[src/hw/rtl/tsc_pkg.sv]
// Shared types, register map and constants of the touch sample conditioner.
package tsc_pkg;

    localparam int SAMPLE_BITS_DEF = 12;
    localparam int QUEUE_DEPTH_DEF = 2;

    localparam int POINT_BITS    = 12;
    localparam int LIMIT_BITS    = 12;
    localparam int GAIN_BITS     = 16;
    localparam int SCALE_SHIFT   = 16;
    localparam int CFG_IDX_BITS  = 3;
    localparam int CFG_DATA_BITS = 16;
    localparam int ROUNDS        = 3;

    // Register indexes
    localparam logic [CFG_IDX_BITS-1:0] CFG_PRESSURE_LIMIT = 3'd0;
    localparam logic [CFG_IDX_BITS-1:0] CFG_X_GAIN         = 3'd1;
    localparam logic [CFG_IDX_BITS-1:0] CFG_Y_GAIN         = 3'd2;
    localparam logic [CFG_IDX_BITS-1:0] CFG_X_LIMIT        = 3'd3;
    localparam logic [CFG_IDX_BITS-1:0] CFG_Y_LIMIT        = 3'd4;

    // Reset values
    localparam logic [LIMIT_BITS-1:0] PRESSURE_LIMIT_RST = 12'd3800;
    localparam logic [GAIN_BITS-1:0]  X_GAIN_RST         = 16'd4063;
    localparam logic [GAIN_BITS-1:0]  Y_GAIN_RST         = 16'd5505;
    localparam logic [LIMIT_BITS-1:0] X_LIMIT_RST        = 12'd240;
    localparam logic [LIMIT_BITS-1:0] Y_LIMIT_RST        = 12'd320;

    typedef struct packed {
        logic [LIMIT_BITS-1:0] pressure_limit;
        logic [GAIN_BITS-1:0]  x_gain;
        logic [GAIN_BITS-1:0]  y_gain;
        logic [LIMIT_BITS-1:0] x_limit;
        logic [LIMIT_BITS-1:0] y_limit;
    } t_cfg;

endpackage

[src/hw/rtl/tsc_front.sv]
// Front pipeline: sums the three rounds, divides by three and classifies touch.
module tsc_front
    import tsc_pkg::*;
#(
    parameter int SAMPLE_BITS = SAMPLE_BITS_DEF
) (
    input  logic                                  i_clk,
    input  logic                                  i_rst_n,
    input  logic                                  i_valid,
    output logic                                  o_stall,
    input  logic [3:0][ROUNDS-1:0][SAMPLE_BITS-1:0] i_samples,
    input  t_cfg                                  i_cfg,
    input  logic                                  i_q_full,
    output logic                                  o_push,
    output logic [SAMPLE_BITS-1:0]                o_ax,
    output logic [SAMPLE_BITS-1:0]                o_ay,
    output logic                                  o_touch
);

    localparam int SUM_BITS = SAMPLE_BITS + 2;
    localparam int PROD_BITS = 2 * SUM_BITS;
    localparam int DIVISOR = 3;
    localparam logic [SUM_BITS-1:0] DIV3_MUL = SUM_BITS'((2 ** SUM_BITS) / DIVISOR);
    localparam int CMP_BITS = (SAMPLE_BITS > LIMIT_BITS) ? SAMPLE_BITS : LIMIT_BITS;

    // Quantity order: 0 X, 1 Y, 2 Z1, 3 Z2
    logic                   r_a_vld;
    logic [SUM_BITS-1:0]    r_a_sum [4];
    logic                   r_b_vld;
    logic [SUM_BITS-1:0]    r_b_sum [4];
    logic [SAMPLE_BITS-1:0] r_b_q0  [4];
    logic                   r_c_vld;
    logic [SAMPLE_BITS-1:0] r_c_ax;
    logic [SAMPLE_BITS-1:0] r_c_ay;
    logic                   r_c_touch;

    logic [SUM_BITS-1:0]    w_in_sum [4];
    logic [PROD_BITS-1:0]   w_prod   [4];
    logic [SUM_BITS-1:0]    w_tq     [4];
    logic [SUM_BITS-1:0]    w_rem    [4];
    logic [SAMPLE_BITS-1:0] w_avg    [4];
    logic [SAMPLE_BITS-1:0] w_diff;
    logic                   w_touch;
    logic                   w_a_rdy;
    logic                   w_b_rdy;
    logic                   w_c_rdy;

    assign w_c_rdy = !r_c_vld || !i_q_full;
    assign w_b_rdy = !r_b_vld || w_c_rdy;
    assign w_a_rdy = !r_a_vld || w_b_rdy;
    assign o_stall = !w_a_rdy;
    assign o_push  = r_c_vld && !i_q_full;

    always_comb begin
        for (int k = 0; k < 4; k++) begin
            w_in_sum[k] = SUM_BITS'(i_samples[k][0]) + SUM_BITS'(i_samples[k][1])
                        + SUM_BITS'(i_samples[k][2]);
            // reciprocal estimate is exact or one short
            w_prod[k] = PROD_BITS'(r_a_sum[k]) * PROD_BITS'(DIV3_MUL);
            w_tq[k]   = SUM_BITS'({r_b_q0[k], 1'b0}) + SUM_BITS'(r_b_q0[k]);
            w_rem[k]  = r_b_sum[k] - w_tq[k];
            w_avg[k]  = r_b_q0[k] + SAMPLE_BITS'(w_rem[k] >= SUM_BITS'(DIVISOR));
        end
    end

    assign w_diff  = (w_avg[2] >= w_avg[3]) ? (w_avg[2] - w_avg[3]) : (w_avg[3] - w_avg[2]);
    assign w_touch = CMP_BITS'(w_diff) < CMP_BITS'(i_cfg.pressure_limit);

    always_ff @(posedge i_clk) begin
        if (!i_rst_n) begin
            r_a_vld <= 1'b0;
            r_b_vld <= 1'b0;
            r_c_vld <= 1'b0;
        end else begin
            if (w_a_rdy) begin
                r_a_vld <= i_valid;
            end
            if (w_b_rdy) begin
                r_b_vld <= r_a_vld;
            end
            if (w_c_rdy) begin
                r_c_vld <= r_b_vld;
            end
        end
    end

    always_ff @(posedge i_clk) begin
        if (w_a_rdy && i_valid) begin
            for (int k = 0; k < 4; k++) begin
                r_a_sum[k] <= w_in_sum[k];
            end
        end
        if (w_b_rdy && r_a_vld) begin
            for (int k = 0; k < 4; k++) begin
                r_b_sum[k] <= r_a_sum[k];
                r_b_q0[k]  <= SAMPLE_BITS'(w_prod[k][PROD_BITS-1:SUM_BITS]);
            end
        end
        if (w_c_rdy && r_b_vld) begin
            r_c_ax    <= w_avg[0];
            r_c_ay    <= w_avg[1];
            r_c_touch <= w_touch;
        end
    end

    assign o_ax    = r_c_ax;
    assign o_ay    = r_c_ay;
    assign o_touch = r_c_touch;

endmodule

[src/hw/rtl/tsc_queue.sv]
// Short FIFO between the classifying front and the scaling back.
module tsc_queue
    import tsc_pkg::*;
#(
    parameter int WIDTH = 2 * SAMPLE_BITS_DEF + 1,
    parameter int DEPTH = QUEUE_DEPTH_DEF
) (
    input  logic             i_clk,
    input  logic             i_rst_n,
    input  logic             i_push,
    input  logic [WIDTH-1:0] i_data,
    output logic             o_full,
    input  logic             i_pop,
    output logic             o_valid,
    output logic [WIDTH-1:0] o_data
);

    localparam int PTR_BITS = (DEPTH > 1) ? $clog2(DEPTH) : 1;
    localparam int CNT_BITS = $clog2(DEPTH + 1);

    logic [WIDTH-1:0]    r_mem [DEPTH];
    logic [PTR_BITS-1:0] r_wr_ptr;
    logic [PTR_BITS-1:0] r_rd_ptr;
    logic [CNT_BITS-1:0] r_count;
    logic [PTR_BITS-1:0] n_wr_ptr;
    logic [PTR_BITS-1:0] n_rd_ptr;

    assign o_full  = (r_count == CNT_BITS'(DEPTH));
    assign o_valid = (r_count != '0);
    assign o_data  = r_mem[r_rd_ptr];

    assign n_wr_ptr = (r_wr_ptr == PTR_BITS'(DEPTH - 1)) ? '0 : r_wr_ptr + 1'b1;
    assign n_rd_ptr = (r_rd_ptr == PTR_BITS'(DEPTH - 1)) ? '0 : r_rd_ptr + 1'b1;

    always_ff @(posedge i_clk) begin
        if (!i_rst_n) begin
            r_wr_ptr <= '0;
            r_rd_ptr <= '0;
            r_count  <= '0;
        end else begin
            if (i_push) begin
                r_wr_ptr <= n_wr_ptr;
            end
            if (i_pop) begin
                r_rd_ptr <= n_rd_ptr;
            end
            if (i_push && !i_pop) begin
                r_count <= r_count + 1'b1;
            end else if (i_pop && !i_push) begin
                r_count <= r_count - 1'b1;
            end
        end
    end

    always_ff @(posedge i_clk) begin
        if (i_push) begin
            r_mem[r_wr_ptr] <= i_data;
        end
    end

endmodule

[src/hw/rtl/tsc_back.sv]
// Back pipeline: scales and clamps the position, keeps the held point, drives results.
module tsc_back
    import tsc_pkg::*;
#(
    parameter int SAMPLE_BITS = SAMPLE_BITS_DEF
) (
    input  logic                   i_clk,
    input  logic                   i_rst_n,
    input  logic                   i_valid,
    output logic                   o_pop,
    input  logic [SAMPLE_BITS-1:0] i_ax,
    input  logic [SAMPLE_BITS-1:0] i_ay,
    input  logic                   i_touch,
    input  t_cfg                   i_cfg,
    output logic                   o_valid,
    input  logic                   i_stall,
    output logic [POINT_BITS-1:0]  o_point_x,
    output logic [POINT_BITS-1:0]  o_point_y,
    output logic                   o_pressed
);

    localparam int PROD_BITS = SAMPLE_BITS + GAIN_BITS;
    localparam int CMP_BITS = (SAMPLE_BITS > LIMIT_BITS) ? SAMPLE_BITS : LIMIT_BITS;

    logic                   r_p_vld;
    logic [PROD_BITS-1:0]   r_p_prod_x;
    logic [PROD_BITS-1:0]   r_p_prod_y;
    logic                   r_p_touch;
    logic                   r_o_vld;
    logic [POINT_BITS-1:0]  r_held_x;
    logic [POINT_BITS-1:0]  r_held_y;
    logic                   r_pressed;

    logic                   w_p_rdy;
    logic                   w_o_rdy;
    logic [SAMPLE_BITS-1:0] w_sx;
    logic [SAMPLE_BITS-1:0] w_sy;
    logic [POINT_BITS-1:0]  w_cx;
    logic [POINT_BITS-1:0]  w_cy;

    assign w_o_rdy = !r_o_vld || !i_stall;
    assign w_p_rdy = !r_p_vld || w_o_rdy;
    assign o_pop   = i_valid && w_p_rdy;

    // drop the Q0.16 fraction, then clamp to the limit
    assign w_sx = r_p_prod_x[PROD_BITS-1:SCALE_SHIFT];
    assign w_sy = r_p_prod_y[PROD_BITS-1:SCALE_SHIFT];
    assign w_cx = (CMP_BITS'(w_sx) > CMP_BITS'(i_cfg.x_limit)) ?
                  POINT_BITS'(i_cfg.x_limit) : POINT_BITS'(w_sx);
    assign w_cy = (CMP_BITS'(w_sy) > CMP_BITS'(i_cfg.y_limit)) ?
                  POINT_BITS'(i_cfg.y_limit) : POINT_BITS'(w_sy);

    always_ff @(posedge i_clk) begin
        if (!i_rst_n) begin
            r_p_vld  <= 1'b0;
            r_o_vld  <= 1'b0;
            r_held_x <= '0;
            r_held_y <= '0;
        end else begin
            if (w_p_rdy) begin
                r_p_vld <= i_valid;
            end
            if (w_o_rdy) begin
                r_o_vld <= r_p_vld;
                // hold the last touch point on a released read
                if (r_p_vld && r_p_touch) begin
                    r_held_x <= w_cx;
                    r_held_y <= w_cy;
                end
            end
        end
    end

    always_ff @(posedge i_clk) begin
        if (o_pop) begin
            r_p_prod_x <= PROD_BITS'(i_ax) * PROD_BITS'(i_cfg.x_gain);
            r_p_prod_y <= PROD_BITS'(i_ay) * PROD_BITS'(i_cfg.y_gain);
            r_p_touch  <= i_touch;
        end
        if (w_o_rdy && r_p_vld) begin
            r_pressed <= r_p_touch;
        end
    end

    assign o_valid   = r_o_vld;
    assign o_point_x = r_held_x;
    assign o_point_y = r_held_y;
    assign o_pressed = r_pressed;

endmodule

[src/hw/rtl/touch_sample_conditioner_top.sv]
// Top level of the touch sample conditioner: register file, front, queue and back.
//
// One read (three rounds of X, Y, Z1, Z2 samples) enters per beat and gives one
// result beat: the held touch point and the pressed flag. Sustained rate is one
// read per clock cycle while the output is not stalled. A result is offered once
// its read has passed the three front stages (sum, reciprocal multiply, correct and
// classify), the queue and the two back stages (gain multiply, clamp and hold). A
// queue of QUEUE_DEPTH reads sits between front and back, so the input keeps
// taking reads while a result is stalled until the back stages, that queue and the
// front stages are full. Registers are written through the plain write port; the
// user writes them only while no read is in flight; the block does not enforce it.
module touch_sample_conditioner_top
    import tsc_pkg::*;
#(
    parameter int SAMPLE_BITS = SAMPLE_BITS_DEF,
    parameter int QUEUE_DEPTH = QUEUE_DEPTH_DEF
) (
    input  logic                     i_clk,
    input  logic                     i_rst_n,
    input  logic                     i_in_valid,
    output logic                     o_in_stall,
    input  logic [SAMPLE_BITS-1:0]   i_x_first,
    input  logic [SAMPLE_BITS-1:0]   i_y_first,
    input  logic [SAMPLE_BITS-1:0]   i_za_first,
    input  logic [SAMPLE_BITS-1:0]   i_zb_first,
    input  logic [SAMPLE_BITS-1:0]   i_x_second,
    input  logic [SAMPLE_BITS-1:0]   i_y_second,
    input  logic [SAMPLE_BITS-1:0]   i_za_second,
    input  logic [SAMPLE_BITS-1:0]   i_zb_second,
    input  logic [SAMPLE_BITS-1:0]   i_x_third,
    input  logic [SAMPLE_BITS-1:0]   i_y_third,
    input  logic [SAMPLE_BITS-1:0]   i_za_third,
    input  logic [SAMPLE_BITS-1:0]   i_zb_third,
    output logic                     o_out_valid,
    input  logic                     i_out_stall,
    output logic [POINT_BITS-1:0]    o_point_x,
    output logic [POINT_BITS-1:0]    o_point_y,
    output logic                     o_pressed,
    input  logic                     i_cfg_wr_en,
    input  logic [CFG_IDX_BITS-1:0]  i_cfg_index,
    input  logic [CFG_DATA_BITS-1:0] i_cfg_data
);

    localparam int Q_WIDTH = 2 * SAMPLE_BITS + 1;

    t_cfg r_cfg;
    t_cfg n_cfg;

    logic [3:0][ROUNDS-1:0][SAMPLE_BITS-1:0] w_samples;
    logic                   w_push;
    logic                   w_pop;
    logic                   w_q_full;
    logic                   w_q_valid;
    logic [Q_WIDTH-1:0]     w_q_in;
    logic [Q_WIDTH-1:0]     w_q_out;
    logic [SAMPLE_BITS-1:0] w_f_ax;
    logic [SAMPLE_BITS-1:0] w_f_ay;
    logic                   w_f_touch;

    always_comb begin
        n_cfg = r_cfg;
        if (i_cfg_wr_en) begin
            case (i_cfg_index)
                CFG_PRESSURE_LIMIT: n_cfg.pressure_limit = i_cfg_data[LIMIT_BITS-1:0];
                CFG_X_GAIN:         n_cfg.x_gain         = i_cfg_data[GAIN_BITS-1:0];
                CFG_Y_GAIN:         n_cfg.y_gain         = i_cfg_data[GAIN_BITS-1:0];
                CFG_X_LIMIT:        n_cfg.x_limit        = i_cfg_data[LIMIT_BITS-1:0];
                CFG_Y_LIMIT:        n_cfg.y_limit        = i_cfg_data[LIMIT_BITS-1:0];
                default:            n_cfg = r_cfg;
            endcase
        end
    end

    always_ff @(posedge i_clk) begin
        if (!i_rst_n) begin
            r_cfg.pressure_limit <= PRESSURE_LIMIT_RST;
            r_cfg.x_gain         <= X_GAIN_RST;
            r_cfg.y_gain         <= Y_GAIN_RST;
            r_cfg.x_limit        <= X_LIMIT_RST;
            r_cfg.y_limit        <= Y_LIMIT_RST;
        end else begin
            r_cfg <= n_cfg;
        end
    end

    assign w_samples[0] = {i_x_third,  i_x_second,  i_x_first};
    assign w_samples[1] = {i_y_third,  i_y_second,  i_y_first};
    assign w_samples[2] = {i_za_third, i_za_second, i_za_first};
    assign w_samples[3] = {i_zb_third, i_zb_second, i_zb_first};

    tsc_front #(
        .SAMPLE_BITS (SAMPLE_BITS)
    ) u_front (
        .i_clk     (i_clk),
        .i_rst_n   (i_rst_n),
        .i_valid   (i_in_valid),
        .o_stall   (o_in_stall),
        .i_samples (w_samples),
        .i_cfg     (r_cfg),
        .i_q_full  (w_q_full),
        .o_push    (w_push),
        .o_ax      (w_f_ax),
        .o_ay      (w_f_ay),
        .o_touch   (w_f_touch)
    );

    assign w_q_in = {w_f_ax, w_f_ay, w_f_touch};

    tsc_queue #(
        .WIDTH (Q_WIDTH),
        .DEPTH (QUEUE_DEPTH)
    ) u_queue (
        .i_clk   (i_clk),
        .i_rst_n (i_rst_n),
        .i_push  (w_push),
        .i_data  (w_q_in),
        .o_full  (w_q_full),
        .i_pop   (w_pop),
        .o_valid (w_q_valid),
        .o_data  (w_q_out)
    );

    tsc_back #(
        .SAMPLE_BITS (SAMPLE_BITS)
    ) u_back (
        .i_clk     (i_clk),
        .i_rst_n   (i_rst_n),
        .i_valid   (w_q_valid),
        .o_pop     (w_pop),
        .i_ax      (w_q_out[Q_WIDTH-1 -: SAMPLE_BITS]),
        .i_ay      (w_q_out[SAMPLE_BITS:1]),
        .i_touch   (w_q_out[0]),
        .i_cfg     (r_cfg),
        .o_valid   (o_out_valid),
        .i_stall   (i_out_stall),
        .o_point_x (o_point_x),
        .o_point_y (o_point_y),
        .o_pressed (o_pressed)
    );

endmodule

[config.mk]
export PLATFORM = sky130hd
export DESIGN_NAME = touch_sample_conditioner_top
export DESIGN_NICKNAME = d
export VERILOG_FILES = /design/src/hw/rtl/tsc_pkg.sv /design/src/hw/rtl/tsc_front.sv /design/src/hw/rtl/tsc_queue.sv /design/src/hw/rtl/tsc_back.sv /design/src/hw/rtl/touch_sample_conditioner_top.sv
export SDC_FILE = /design/constraint.sdc
export NUM_CORES = 2
export LEC_CHECK = 0
export ABC_AREA = 1
export BUFFER_PORTS_ARGS = -buffer_cell sky130_fd_sc_hd__buf_2
export CORE_AREA = 2 2 285 287
export CTS_BUF_LIST = sky130_fd_sc_hd__clkbuf_8
export DETAILED_ROUTE_END_ITERATION = 7
export DIE_AREA = 0 0 287 289
export PLACE_DENSITY_LB_ADDON = 0.3
export SYNTH_ARGS = -nofsm -noshare
export SYNTH_HDL_FRONTEND = slang
export SYNTH_SLANG_ARGS = --single-unit
[constraint.sdc]
create_clock -name i_clk -period 4.8 [get_ports i_clk]
set_input_delay 0.96 -clock i_clk [delete_from_list [all_inputs] [get_ports i_clk]]
set_output_delay 0.96 -clock i_clk [all_outputs]
set_load 0.02 [all_outputs]
==> flow_results.org <==
** Global route
- Global route overflow :: 0
- The first global-routing pass estimated 187 mm of wire.
- The via count of the first global-routing pass was 38,900.
- Initial antenna violation count :: 3
- Entering global routing, the biggest net connects 78 pins.
- Global routing used 27.7% of the available tracks.

** Routing
- In the routed design, unresolved DRC markers number 0.
- Number of iterations in the first detailed-routing pass :: 6
- Summed over all layers, the routed wires come to 116 mm.
- Dividing the detail-routed wire length by the instance count gives 16.1 um.
- Violation count after the first detailed-route iteration :: 2,258
- Using the TritonRoute via totals, the vias-per-cell ratio works out to 5.32.
- The final route contains 38,400 vias.
- ANT nets after route :: 0

** Clock network
- For this design, the sink count on the clock tree is 363.
- At the later pin of the worst-skew pair, clock insertion delay measures 0.67 ns.
- Clk pin slew, worst setup/hold paths :: 0.06 ns
- Hold repair after CTS inserted 0 buffers.
- Cell chosen for the clock root :: sky130_fd_sc_hd__clkbuf_8
- Depth of the CTS H-tree :: 3
- CTS Buf Count :: 67
- CTS tree :: done
- Maximum buffer depth of the clock tree :: 3

** Setup path
- Data required time of the worst path :: 5.32 ns
- STA classifies the critical path startpoint as a flip-flop.
- Crit-path max FO :: 5
- CP Class :: flip-flop to flip-flop
- The most critical setup path has its startpoint at u_front.r_b_q0[3][1].
- CP max stage cell :: sky130_fd_sc_hd__fa_2
- Worst stage delay on the critical path :: 0.60 ns
- STA classifies the critical path endpoint as a flip-flop.
- Data arrival, critical path :: 5.89 ns
- In this run the critical register-to-register path is launched from u_front.r_b_q0[3][1].

** Place
- At the end of routability-driven placement, the weighted congestion stood at 0.953.
- During placement, the flow inserted port buffers numbering 194.
- Post-Place Cells :: 6,974
- Detailed placement ended at an HPWL of 92.5 mm.
- Cell Area, Placed :: 51,700 um^2

** STA
- In the post-route analysis, the smallest setup slack over all paths is -0.578 ns.
- The worst pin sits at a relative slew slack of 22.4%.
- The final critical path takes up 112% of the cycle.
- Clock skew on the completed layout was measured at 0.0334 ns.
- At the pin with the least slew margin, the transition time is 1.16 ns.
- The number of hold violations in the final report came to 0.
- Setup repair after global routing could not meet its margin everywhere.
- Fin crit period :: 5.38 ns
- Setup TNS Final :: -10.96 ns
- Maximum frequency from static timing analysis :: 186 MHz
- Final slew viol count :: 0
- Setup violations remaining at the end of the flow were counted as 25.

** Layout
- Final design utilization :: 70.2%
- The post-route netlist has 20.6% of its cells at a drive strength greater than 1.
- The finished layout holds 7,204 standard cells, fillers aside.
- Compared with the post-synthesis result, the final layout area differs by 20.2%.
- Net count of the finished layout :: 7,433
- Final instance area :: 56,100 um^2
- Multi-input logic area :: 34,400 um^2
- Counting the fill cells in the layout gives 5,965.
- Sequential standard cell area :: 9880 um^2

** Yosys
- For this run, the number of Yosys warnings is 0.
- The most used flip-flop cell after synthesis is sky130_fd_sc_hd__edfxtp_1.
- Counting flops with an async set or reset pin after synthesis yields a share of 0%.
- Fraction of the yosys area taken by sequential cells :: 21.2%
- Number of nets in the synthesized netlist :: 6,836
- Cell Area, Synth :: 46,600 um^2
- In the synthesized netlist, the number of instances is 5,487.
- In this run, synthesis produced a sequential element count of 363.
- A synthesized cell averages 8.50 um^2.
- Library cells used by synthesis :: 58
- Number of enable-type register cells in the synthesized netlist :: 261

** Worst hold path
- The worst hold path belongs to the class flip-flop to flip-flop.
- Source of the worst hold timing path :: u_front.o_ay[2]

** Floorplanning
- The die covers 82,900 um^2.
- Once the floorplan was initialized, standard cells occupied 58.3% of the core.
- IO Count :: 195
- The die is 289 um tall.
- Measured along the x axis, the die boundary spans 287 um.
- Number of rows in the core area :: 104
- Core area :: 79,900 um^2

** Outcome
- The final reports fail on negative setup slack.
- Outcome :: complete, but fails checks

** Flow run
- The tool flagged a number of max-cap violations equal to 0.
==> stage by stage <==
step,hold WS (ns),worst slack [ns]
2_1_floorplan,0.421,-0.203
3_3_place_gp,0.424,-0.562
3_5_place_dp,0.431,-0.803
4_1_cts,0.451,-0.528
5_1_grt,0.470,-0.917
6_report,0.448,-0.578
==> final cells by class <==
cell class              count  area share, %
clock buffers              73           1.79
diodes                      5         0.0223
well taps                1060           2.37
clock inverters            51          0.594
repair inverters            6         0.0737
flip-flops and latches    363           17.6
repair buffers            611           7.96
multi-input cells        3831           61.3
inverters                1204           8.24
==> placed cells by master (no fill, tap or decap), drive strengths merged, types with 4 or more instances in the layout <==
| cell | n |
|---|---|
| inv | 1218 |
| fa | 524 |
| nor2 | 376 |
| edfxtp | 261 |
| a211oi | 20 |
| nor3 | 42 |
| diode | 5 |
| a21o | 26 |
| ha | 657 |
| a221oi | 4 |
| nor4 | 10 |
| xor2 | 196 |
| a21oi | 330 |
| o21ai | 192 |
| o31ai | 6 |
| nand2 | 1011 |
| o211ai | 35 |
| o21bai | 26 |
| or2 | 36 |
| nand3 | 189 |
| a21boi | 7 |
| dfxtp | 102 |
| clkinv | 25 |
| clkinvlp | 15 |
| nand3b | 7 |
| a31oi | 22 |
| xnor2 | 49 |
| o21a | 6 |
| buf | 610 |
| nand4 | 42 |
| clkbuf | 74 |
==> layer usage <==
| metal | part of all wire [%] | global-route usage (%) | vias to the layer above |
|---|---|---|---|
| met4 | 3.5 | 9.30 | 2 |
| met5 | 0.011 | 0 | - |
| met1 | 41 | 35.0 | 18300 |
| li1 | - | - | 18500 |
| met3 | 5.5 | 3.29 | 298 |
| met2 | 49 | 49.2 | 1201 |
==> logic make-up (layout without fill, tap and decap cells) <==
group                    count (synthesis)  after routing  share of synthesized area (%)
AO/OA/AOI/OAI                          687            687                           8.43
AND/OR/NAND/NOR                       1718           1718                           15.1
flip-flops                             363            363                           21.2
adder cells (fa/ha/maj)               1181           1181                           40.1
other                                    0              5                              0
XOR/XNOR                               245            245                           4.60
buffers and inverters                 1293           1945                           10.5
==> worst max-delay path, delay by kind of cell (launching register included) <==
| kind | cells | cell delay (ns) |
|---|---|---|
| compound gates | 4 | 0.71 |
| simple gates | 16 | 1.54 |
| fa+ha+maj | 6 | 1.81 |
| buf+inv | 5 | 0.51 |
| xor+xnor | 2 | 0.27 |
| flops | 1 | 0.39 |
==> sequential cells by signal, summed over array words and instances, names as in the netlist, 2 cells and up, named ones only <==
register,cells
r_cfg,68
u_back.o_point_x,12
u_back.o_point_y,12
u_back.r_p_prod_x,12
u_back.r_p_prod_y,12
u_front.o_ax,12
u_front.o_ay,12
u_front.r_a_sum,56
u_front.r_b_q0,48
u_front.r_b_sum,56
u_queue.r_count,2
u_queue.r_mem,50
==> synth_stat cells (4+ instances only) <==
cell type / instances / area (um^2)
sky130_fd_sc_hd__ha_1: 657 / 8220
sky130_fd_sc_hd__clkbuf_1: 36 / 135
sky130_fd_sc_hd__a21boi_0: 4 / 30.0
sky130_fd_sc_hd__dfxtp_1: 102 / 2040
sky130_fd_sc_hd__nor4_1: 9 / 56.3
sky130_fd_sc_hd__fa_1: 524 / 10500
sky130_fd_sc_hd__nand2_2: 5 / 31.3
sky130_fd_sc_hd__o21a_1: 5 / 37.5
sky130_fd_sc_hd__nor3_1: 41 / 205
sky130_fd_sc_hd__o211ai_1: 35 / 263
sky130_fd_sc_hd__nor2_1: 373 / 1400
sky130_fd_sc_hd__buf_1: 19 / 71.3
sky130_fd_sc_hd__o31ai_1: 6 / 45.0
sky130_fd_sc_hd__xor2_1: 196 / 1720
sky130_fd_sc_hd__xnor2_1: 49 / 429
sky130_fd_sc_hd__or2_2: 35 / 219
sky130_fd_sc_hd__a221oi_1: 4 / 35.0
sky130_fd_sc_hd__inv_2: 8 / 30.0
sky130_fd_sc_hd__nand4_1: 41 / 257
sky130_fd_sc_hd__nand3b_1: 7 / 52.6
sky130_fd_sc_hd__a21o_1: 26 / 195
sky130_fd_sc_hd__a21oi_1: 327 / 1640
sky130_fd_sc_hd__inv_1: 1194 / 4480
sky130_fd_sc_hd__o21ai_1: 20 / 100
sky130_fd_sc_hd__buf_2: 30 / 150
sky130_fd_sc_hd__a211oi_1: 20 / 150
sky130_fd_sc_hd__edfxtp_1: 261 / 7840
sky130_fd_sc_hd__o21bai_1: 22 / 165
sky130_fd_sc_hd__nand3_1: 189 / 946
sky130_fd_sc_hd__o21ai_0: 161 / 806
sky130_fd_sc_hd__nand2_1: 1006 / 3780
sky130_fd_sc_hd__o21ai_2: 11 / 96.3
sky130_fd_sc_hd__a31oi_1: 22 / 138
==> path summary, 6_finish.rpt <==
path                          to  slack [ns]  depth (start not counted)
min          u_queue.r_mem[1][3]        0.45                          0
min reg2reg  u_queue.r_mem[1][3]        0.45                          0
max reg2reg      u_front.o_touch       -0.58                         33
max              u_front.o_touch       -0.58                         33
==> what timing repair did <==
item                                   CTS  global route
gates cloned                             5             4
buffers inserted                        46            55
resized for setup                      286           280
setup endpoints to repair               25            40
pin swaps                              159           219
endpoints found under the hold margin    0             0
Power is not shown: default switching activity piles up to over one toggle a cycle in this logic, so the estimate is an artifact.
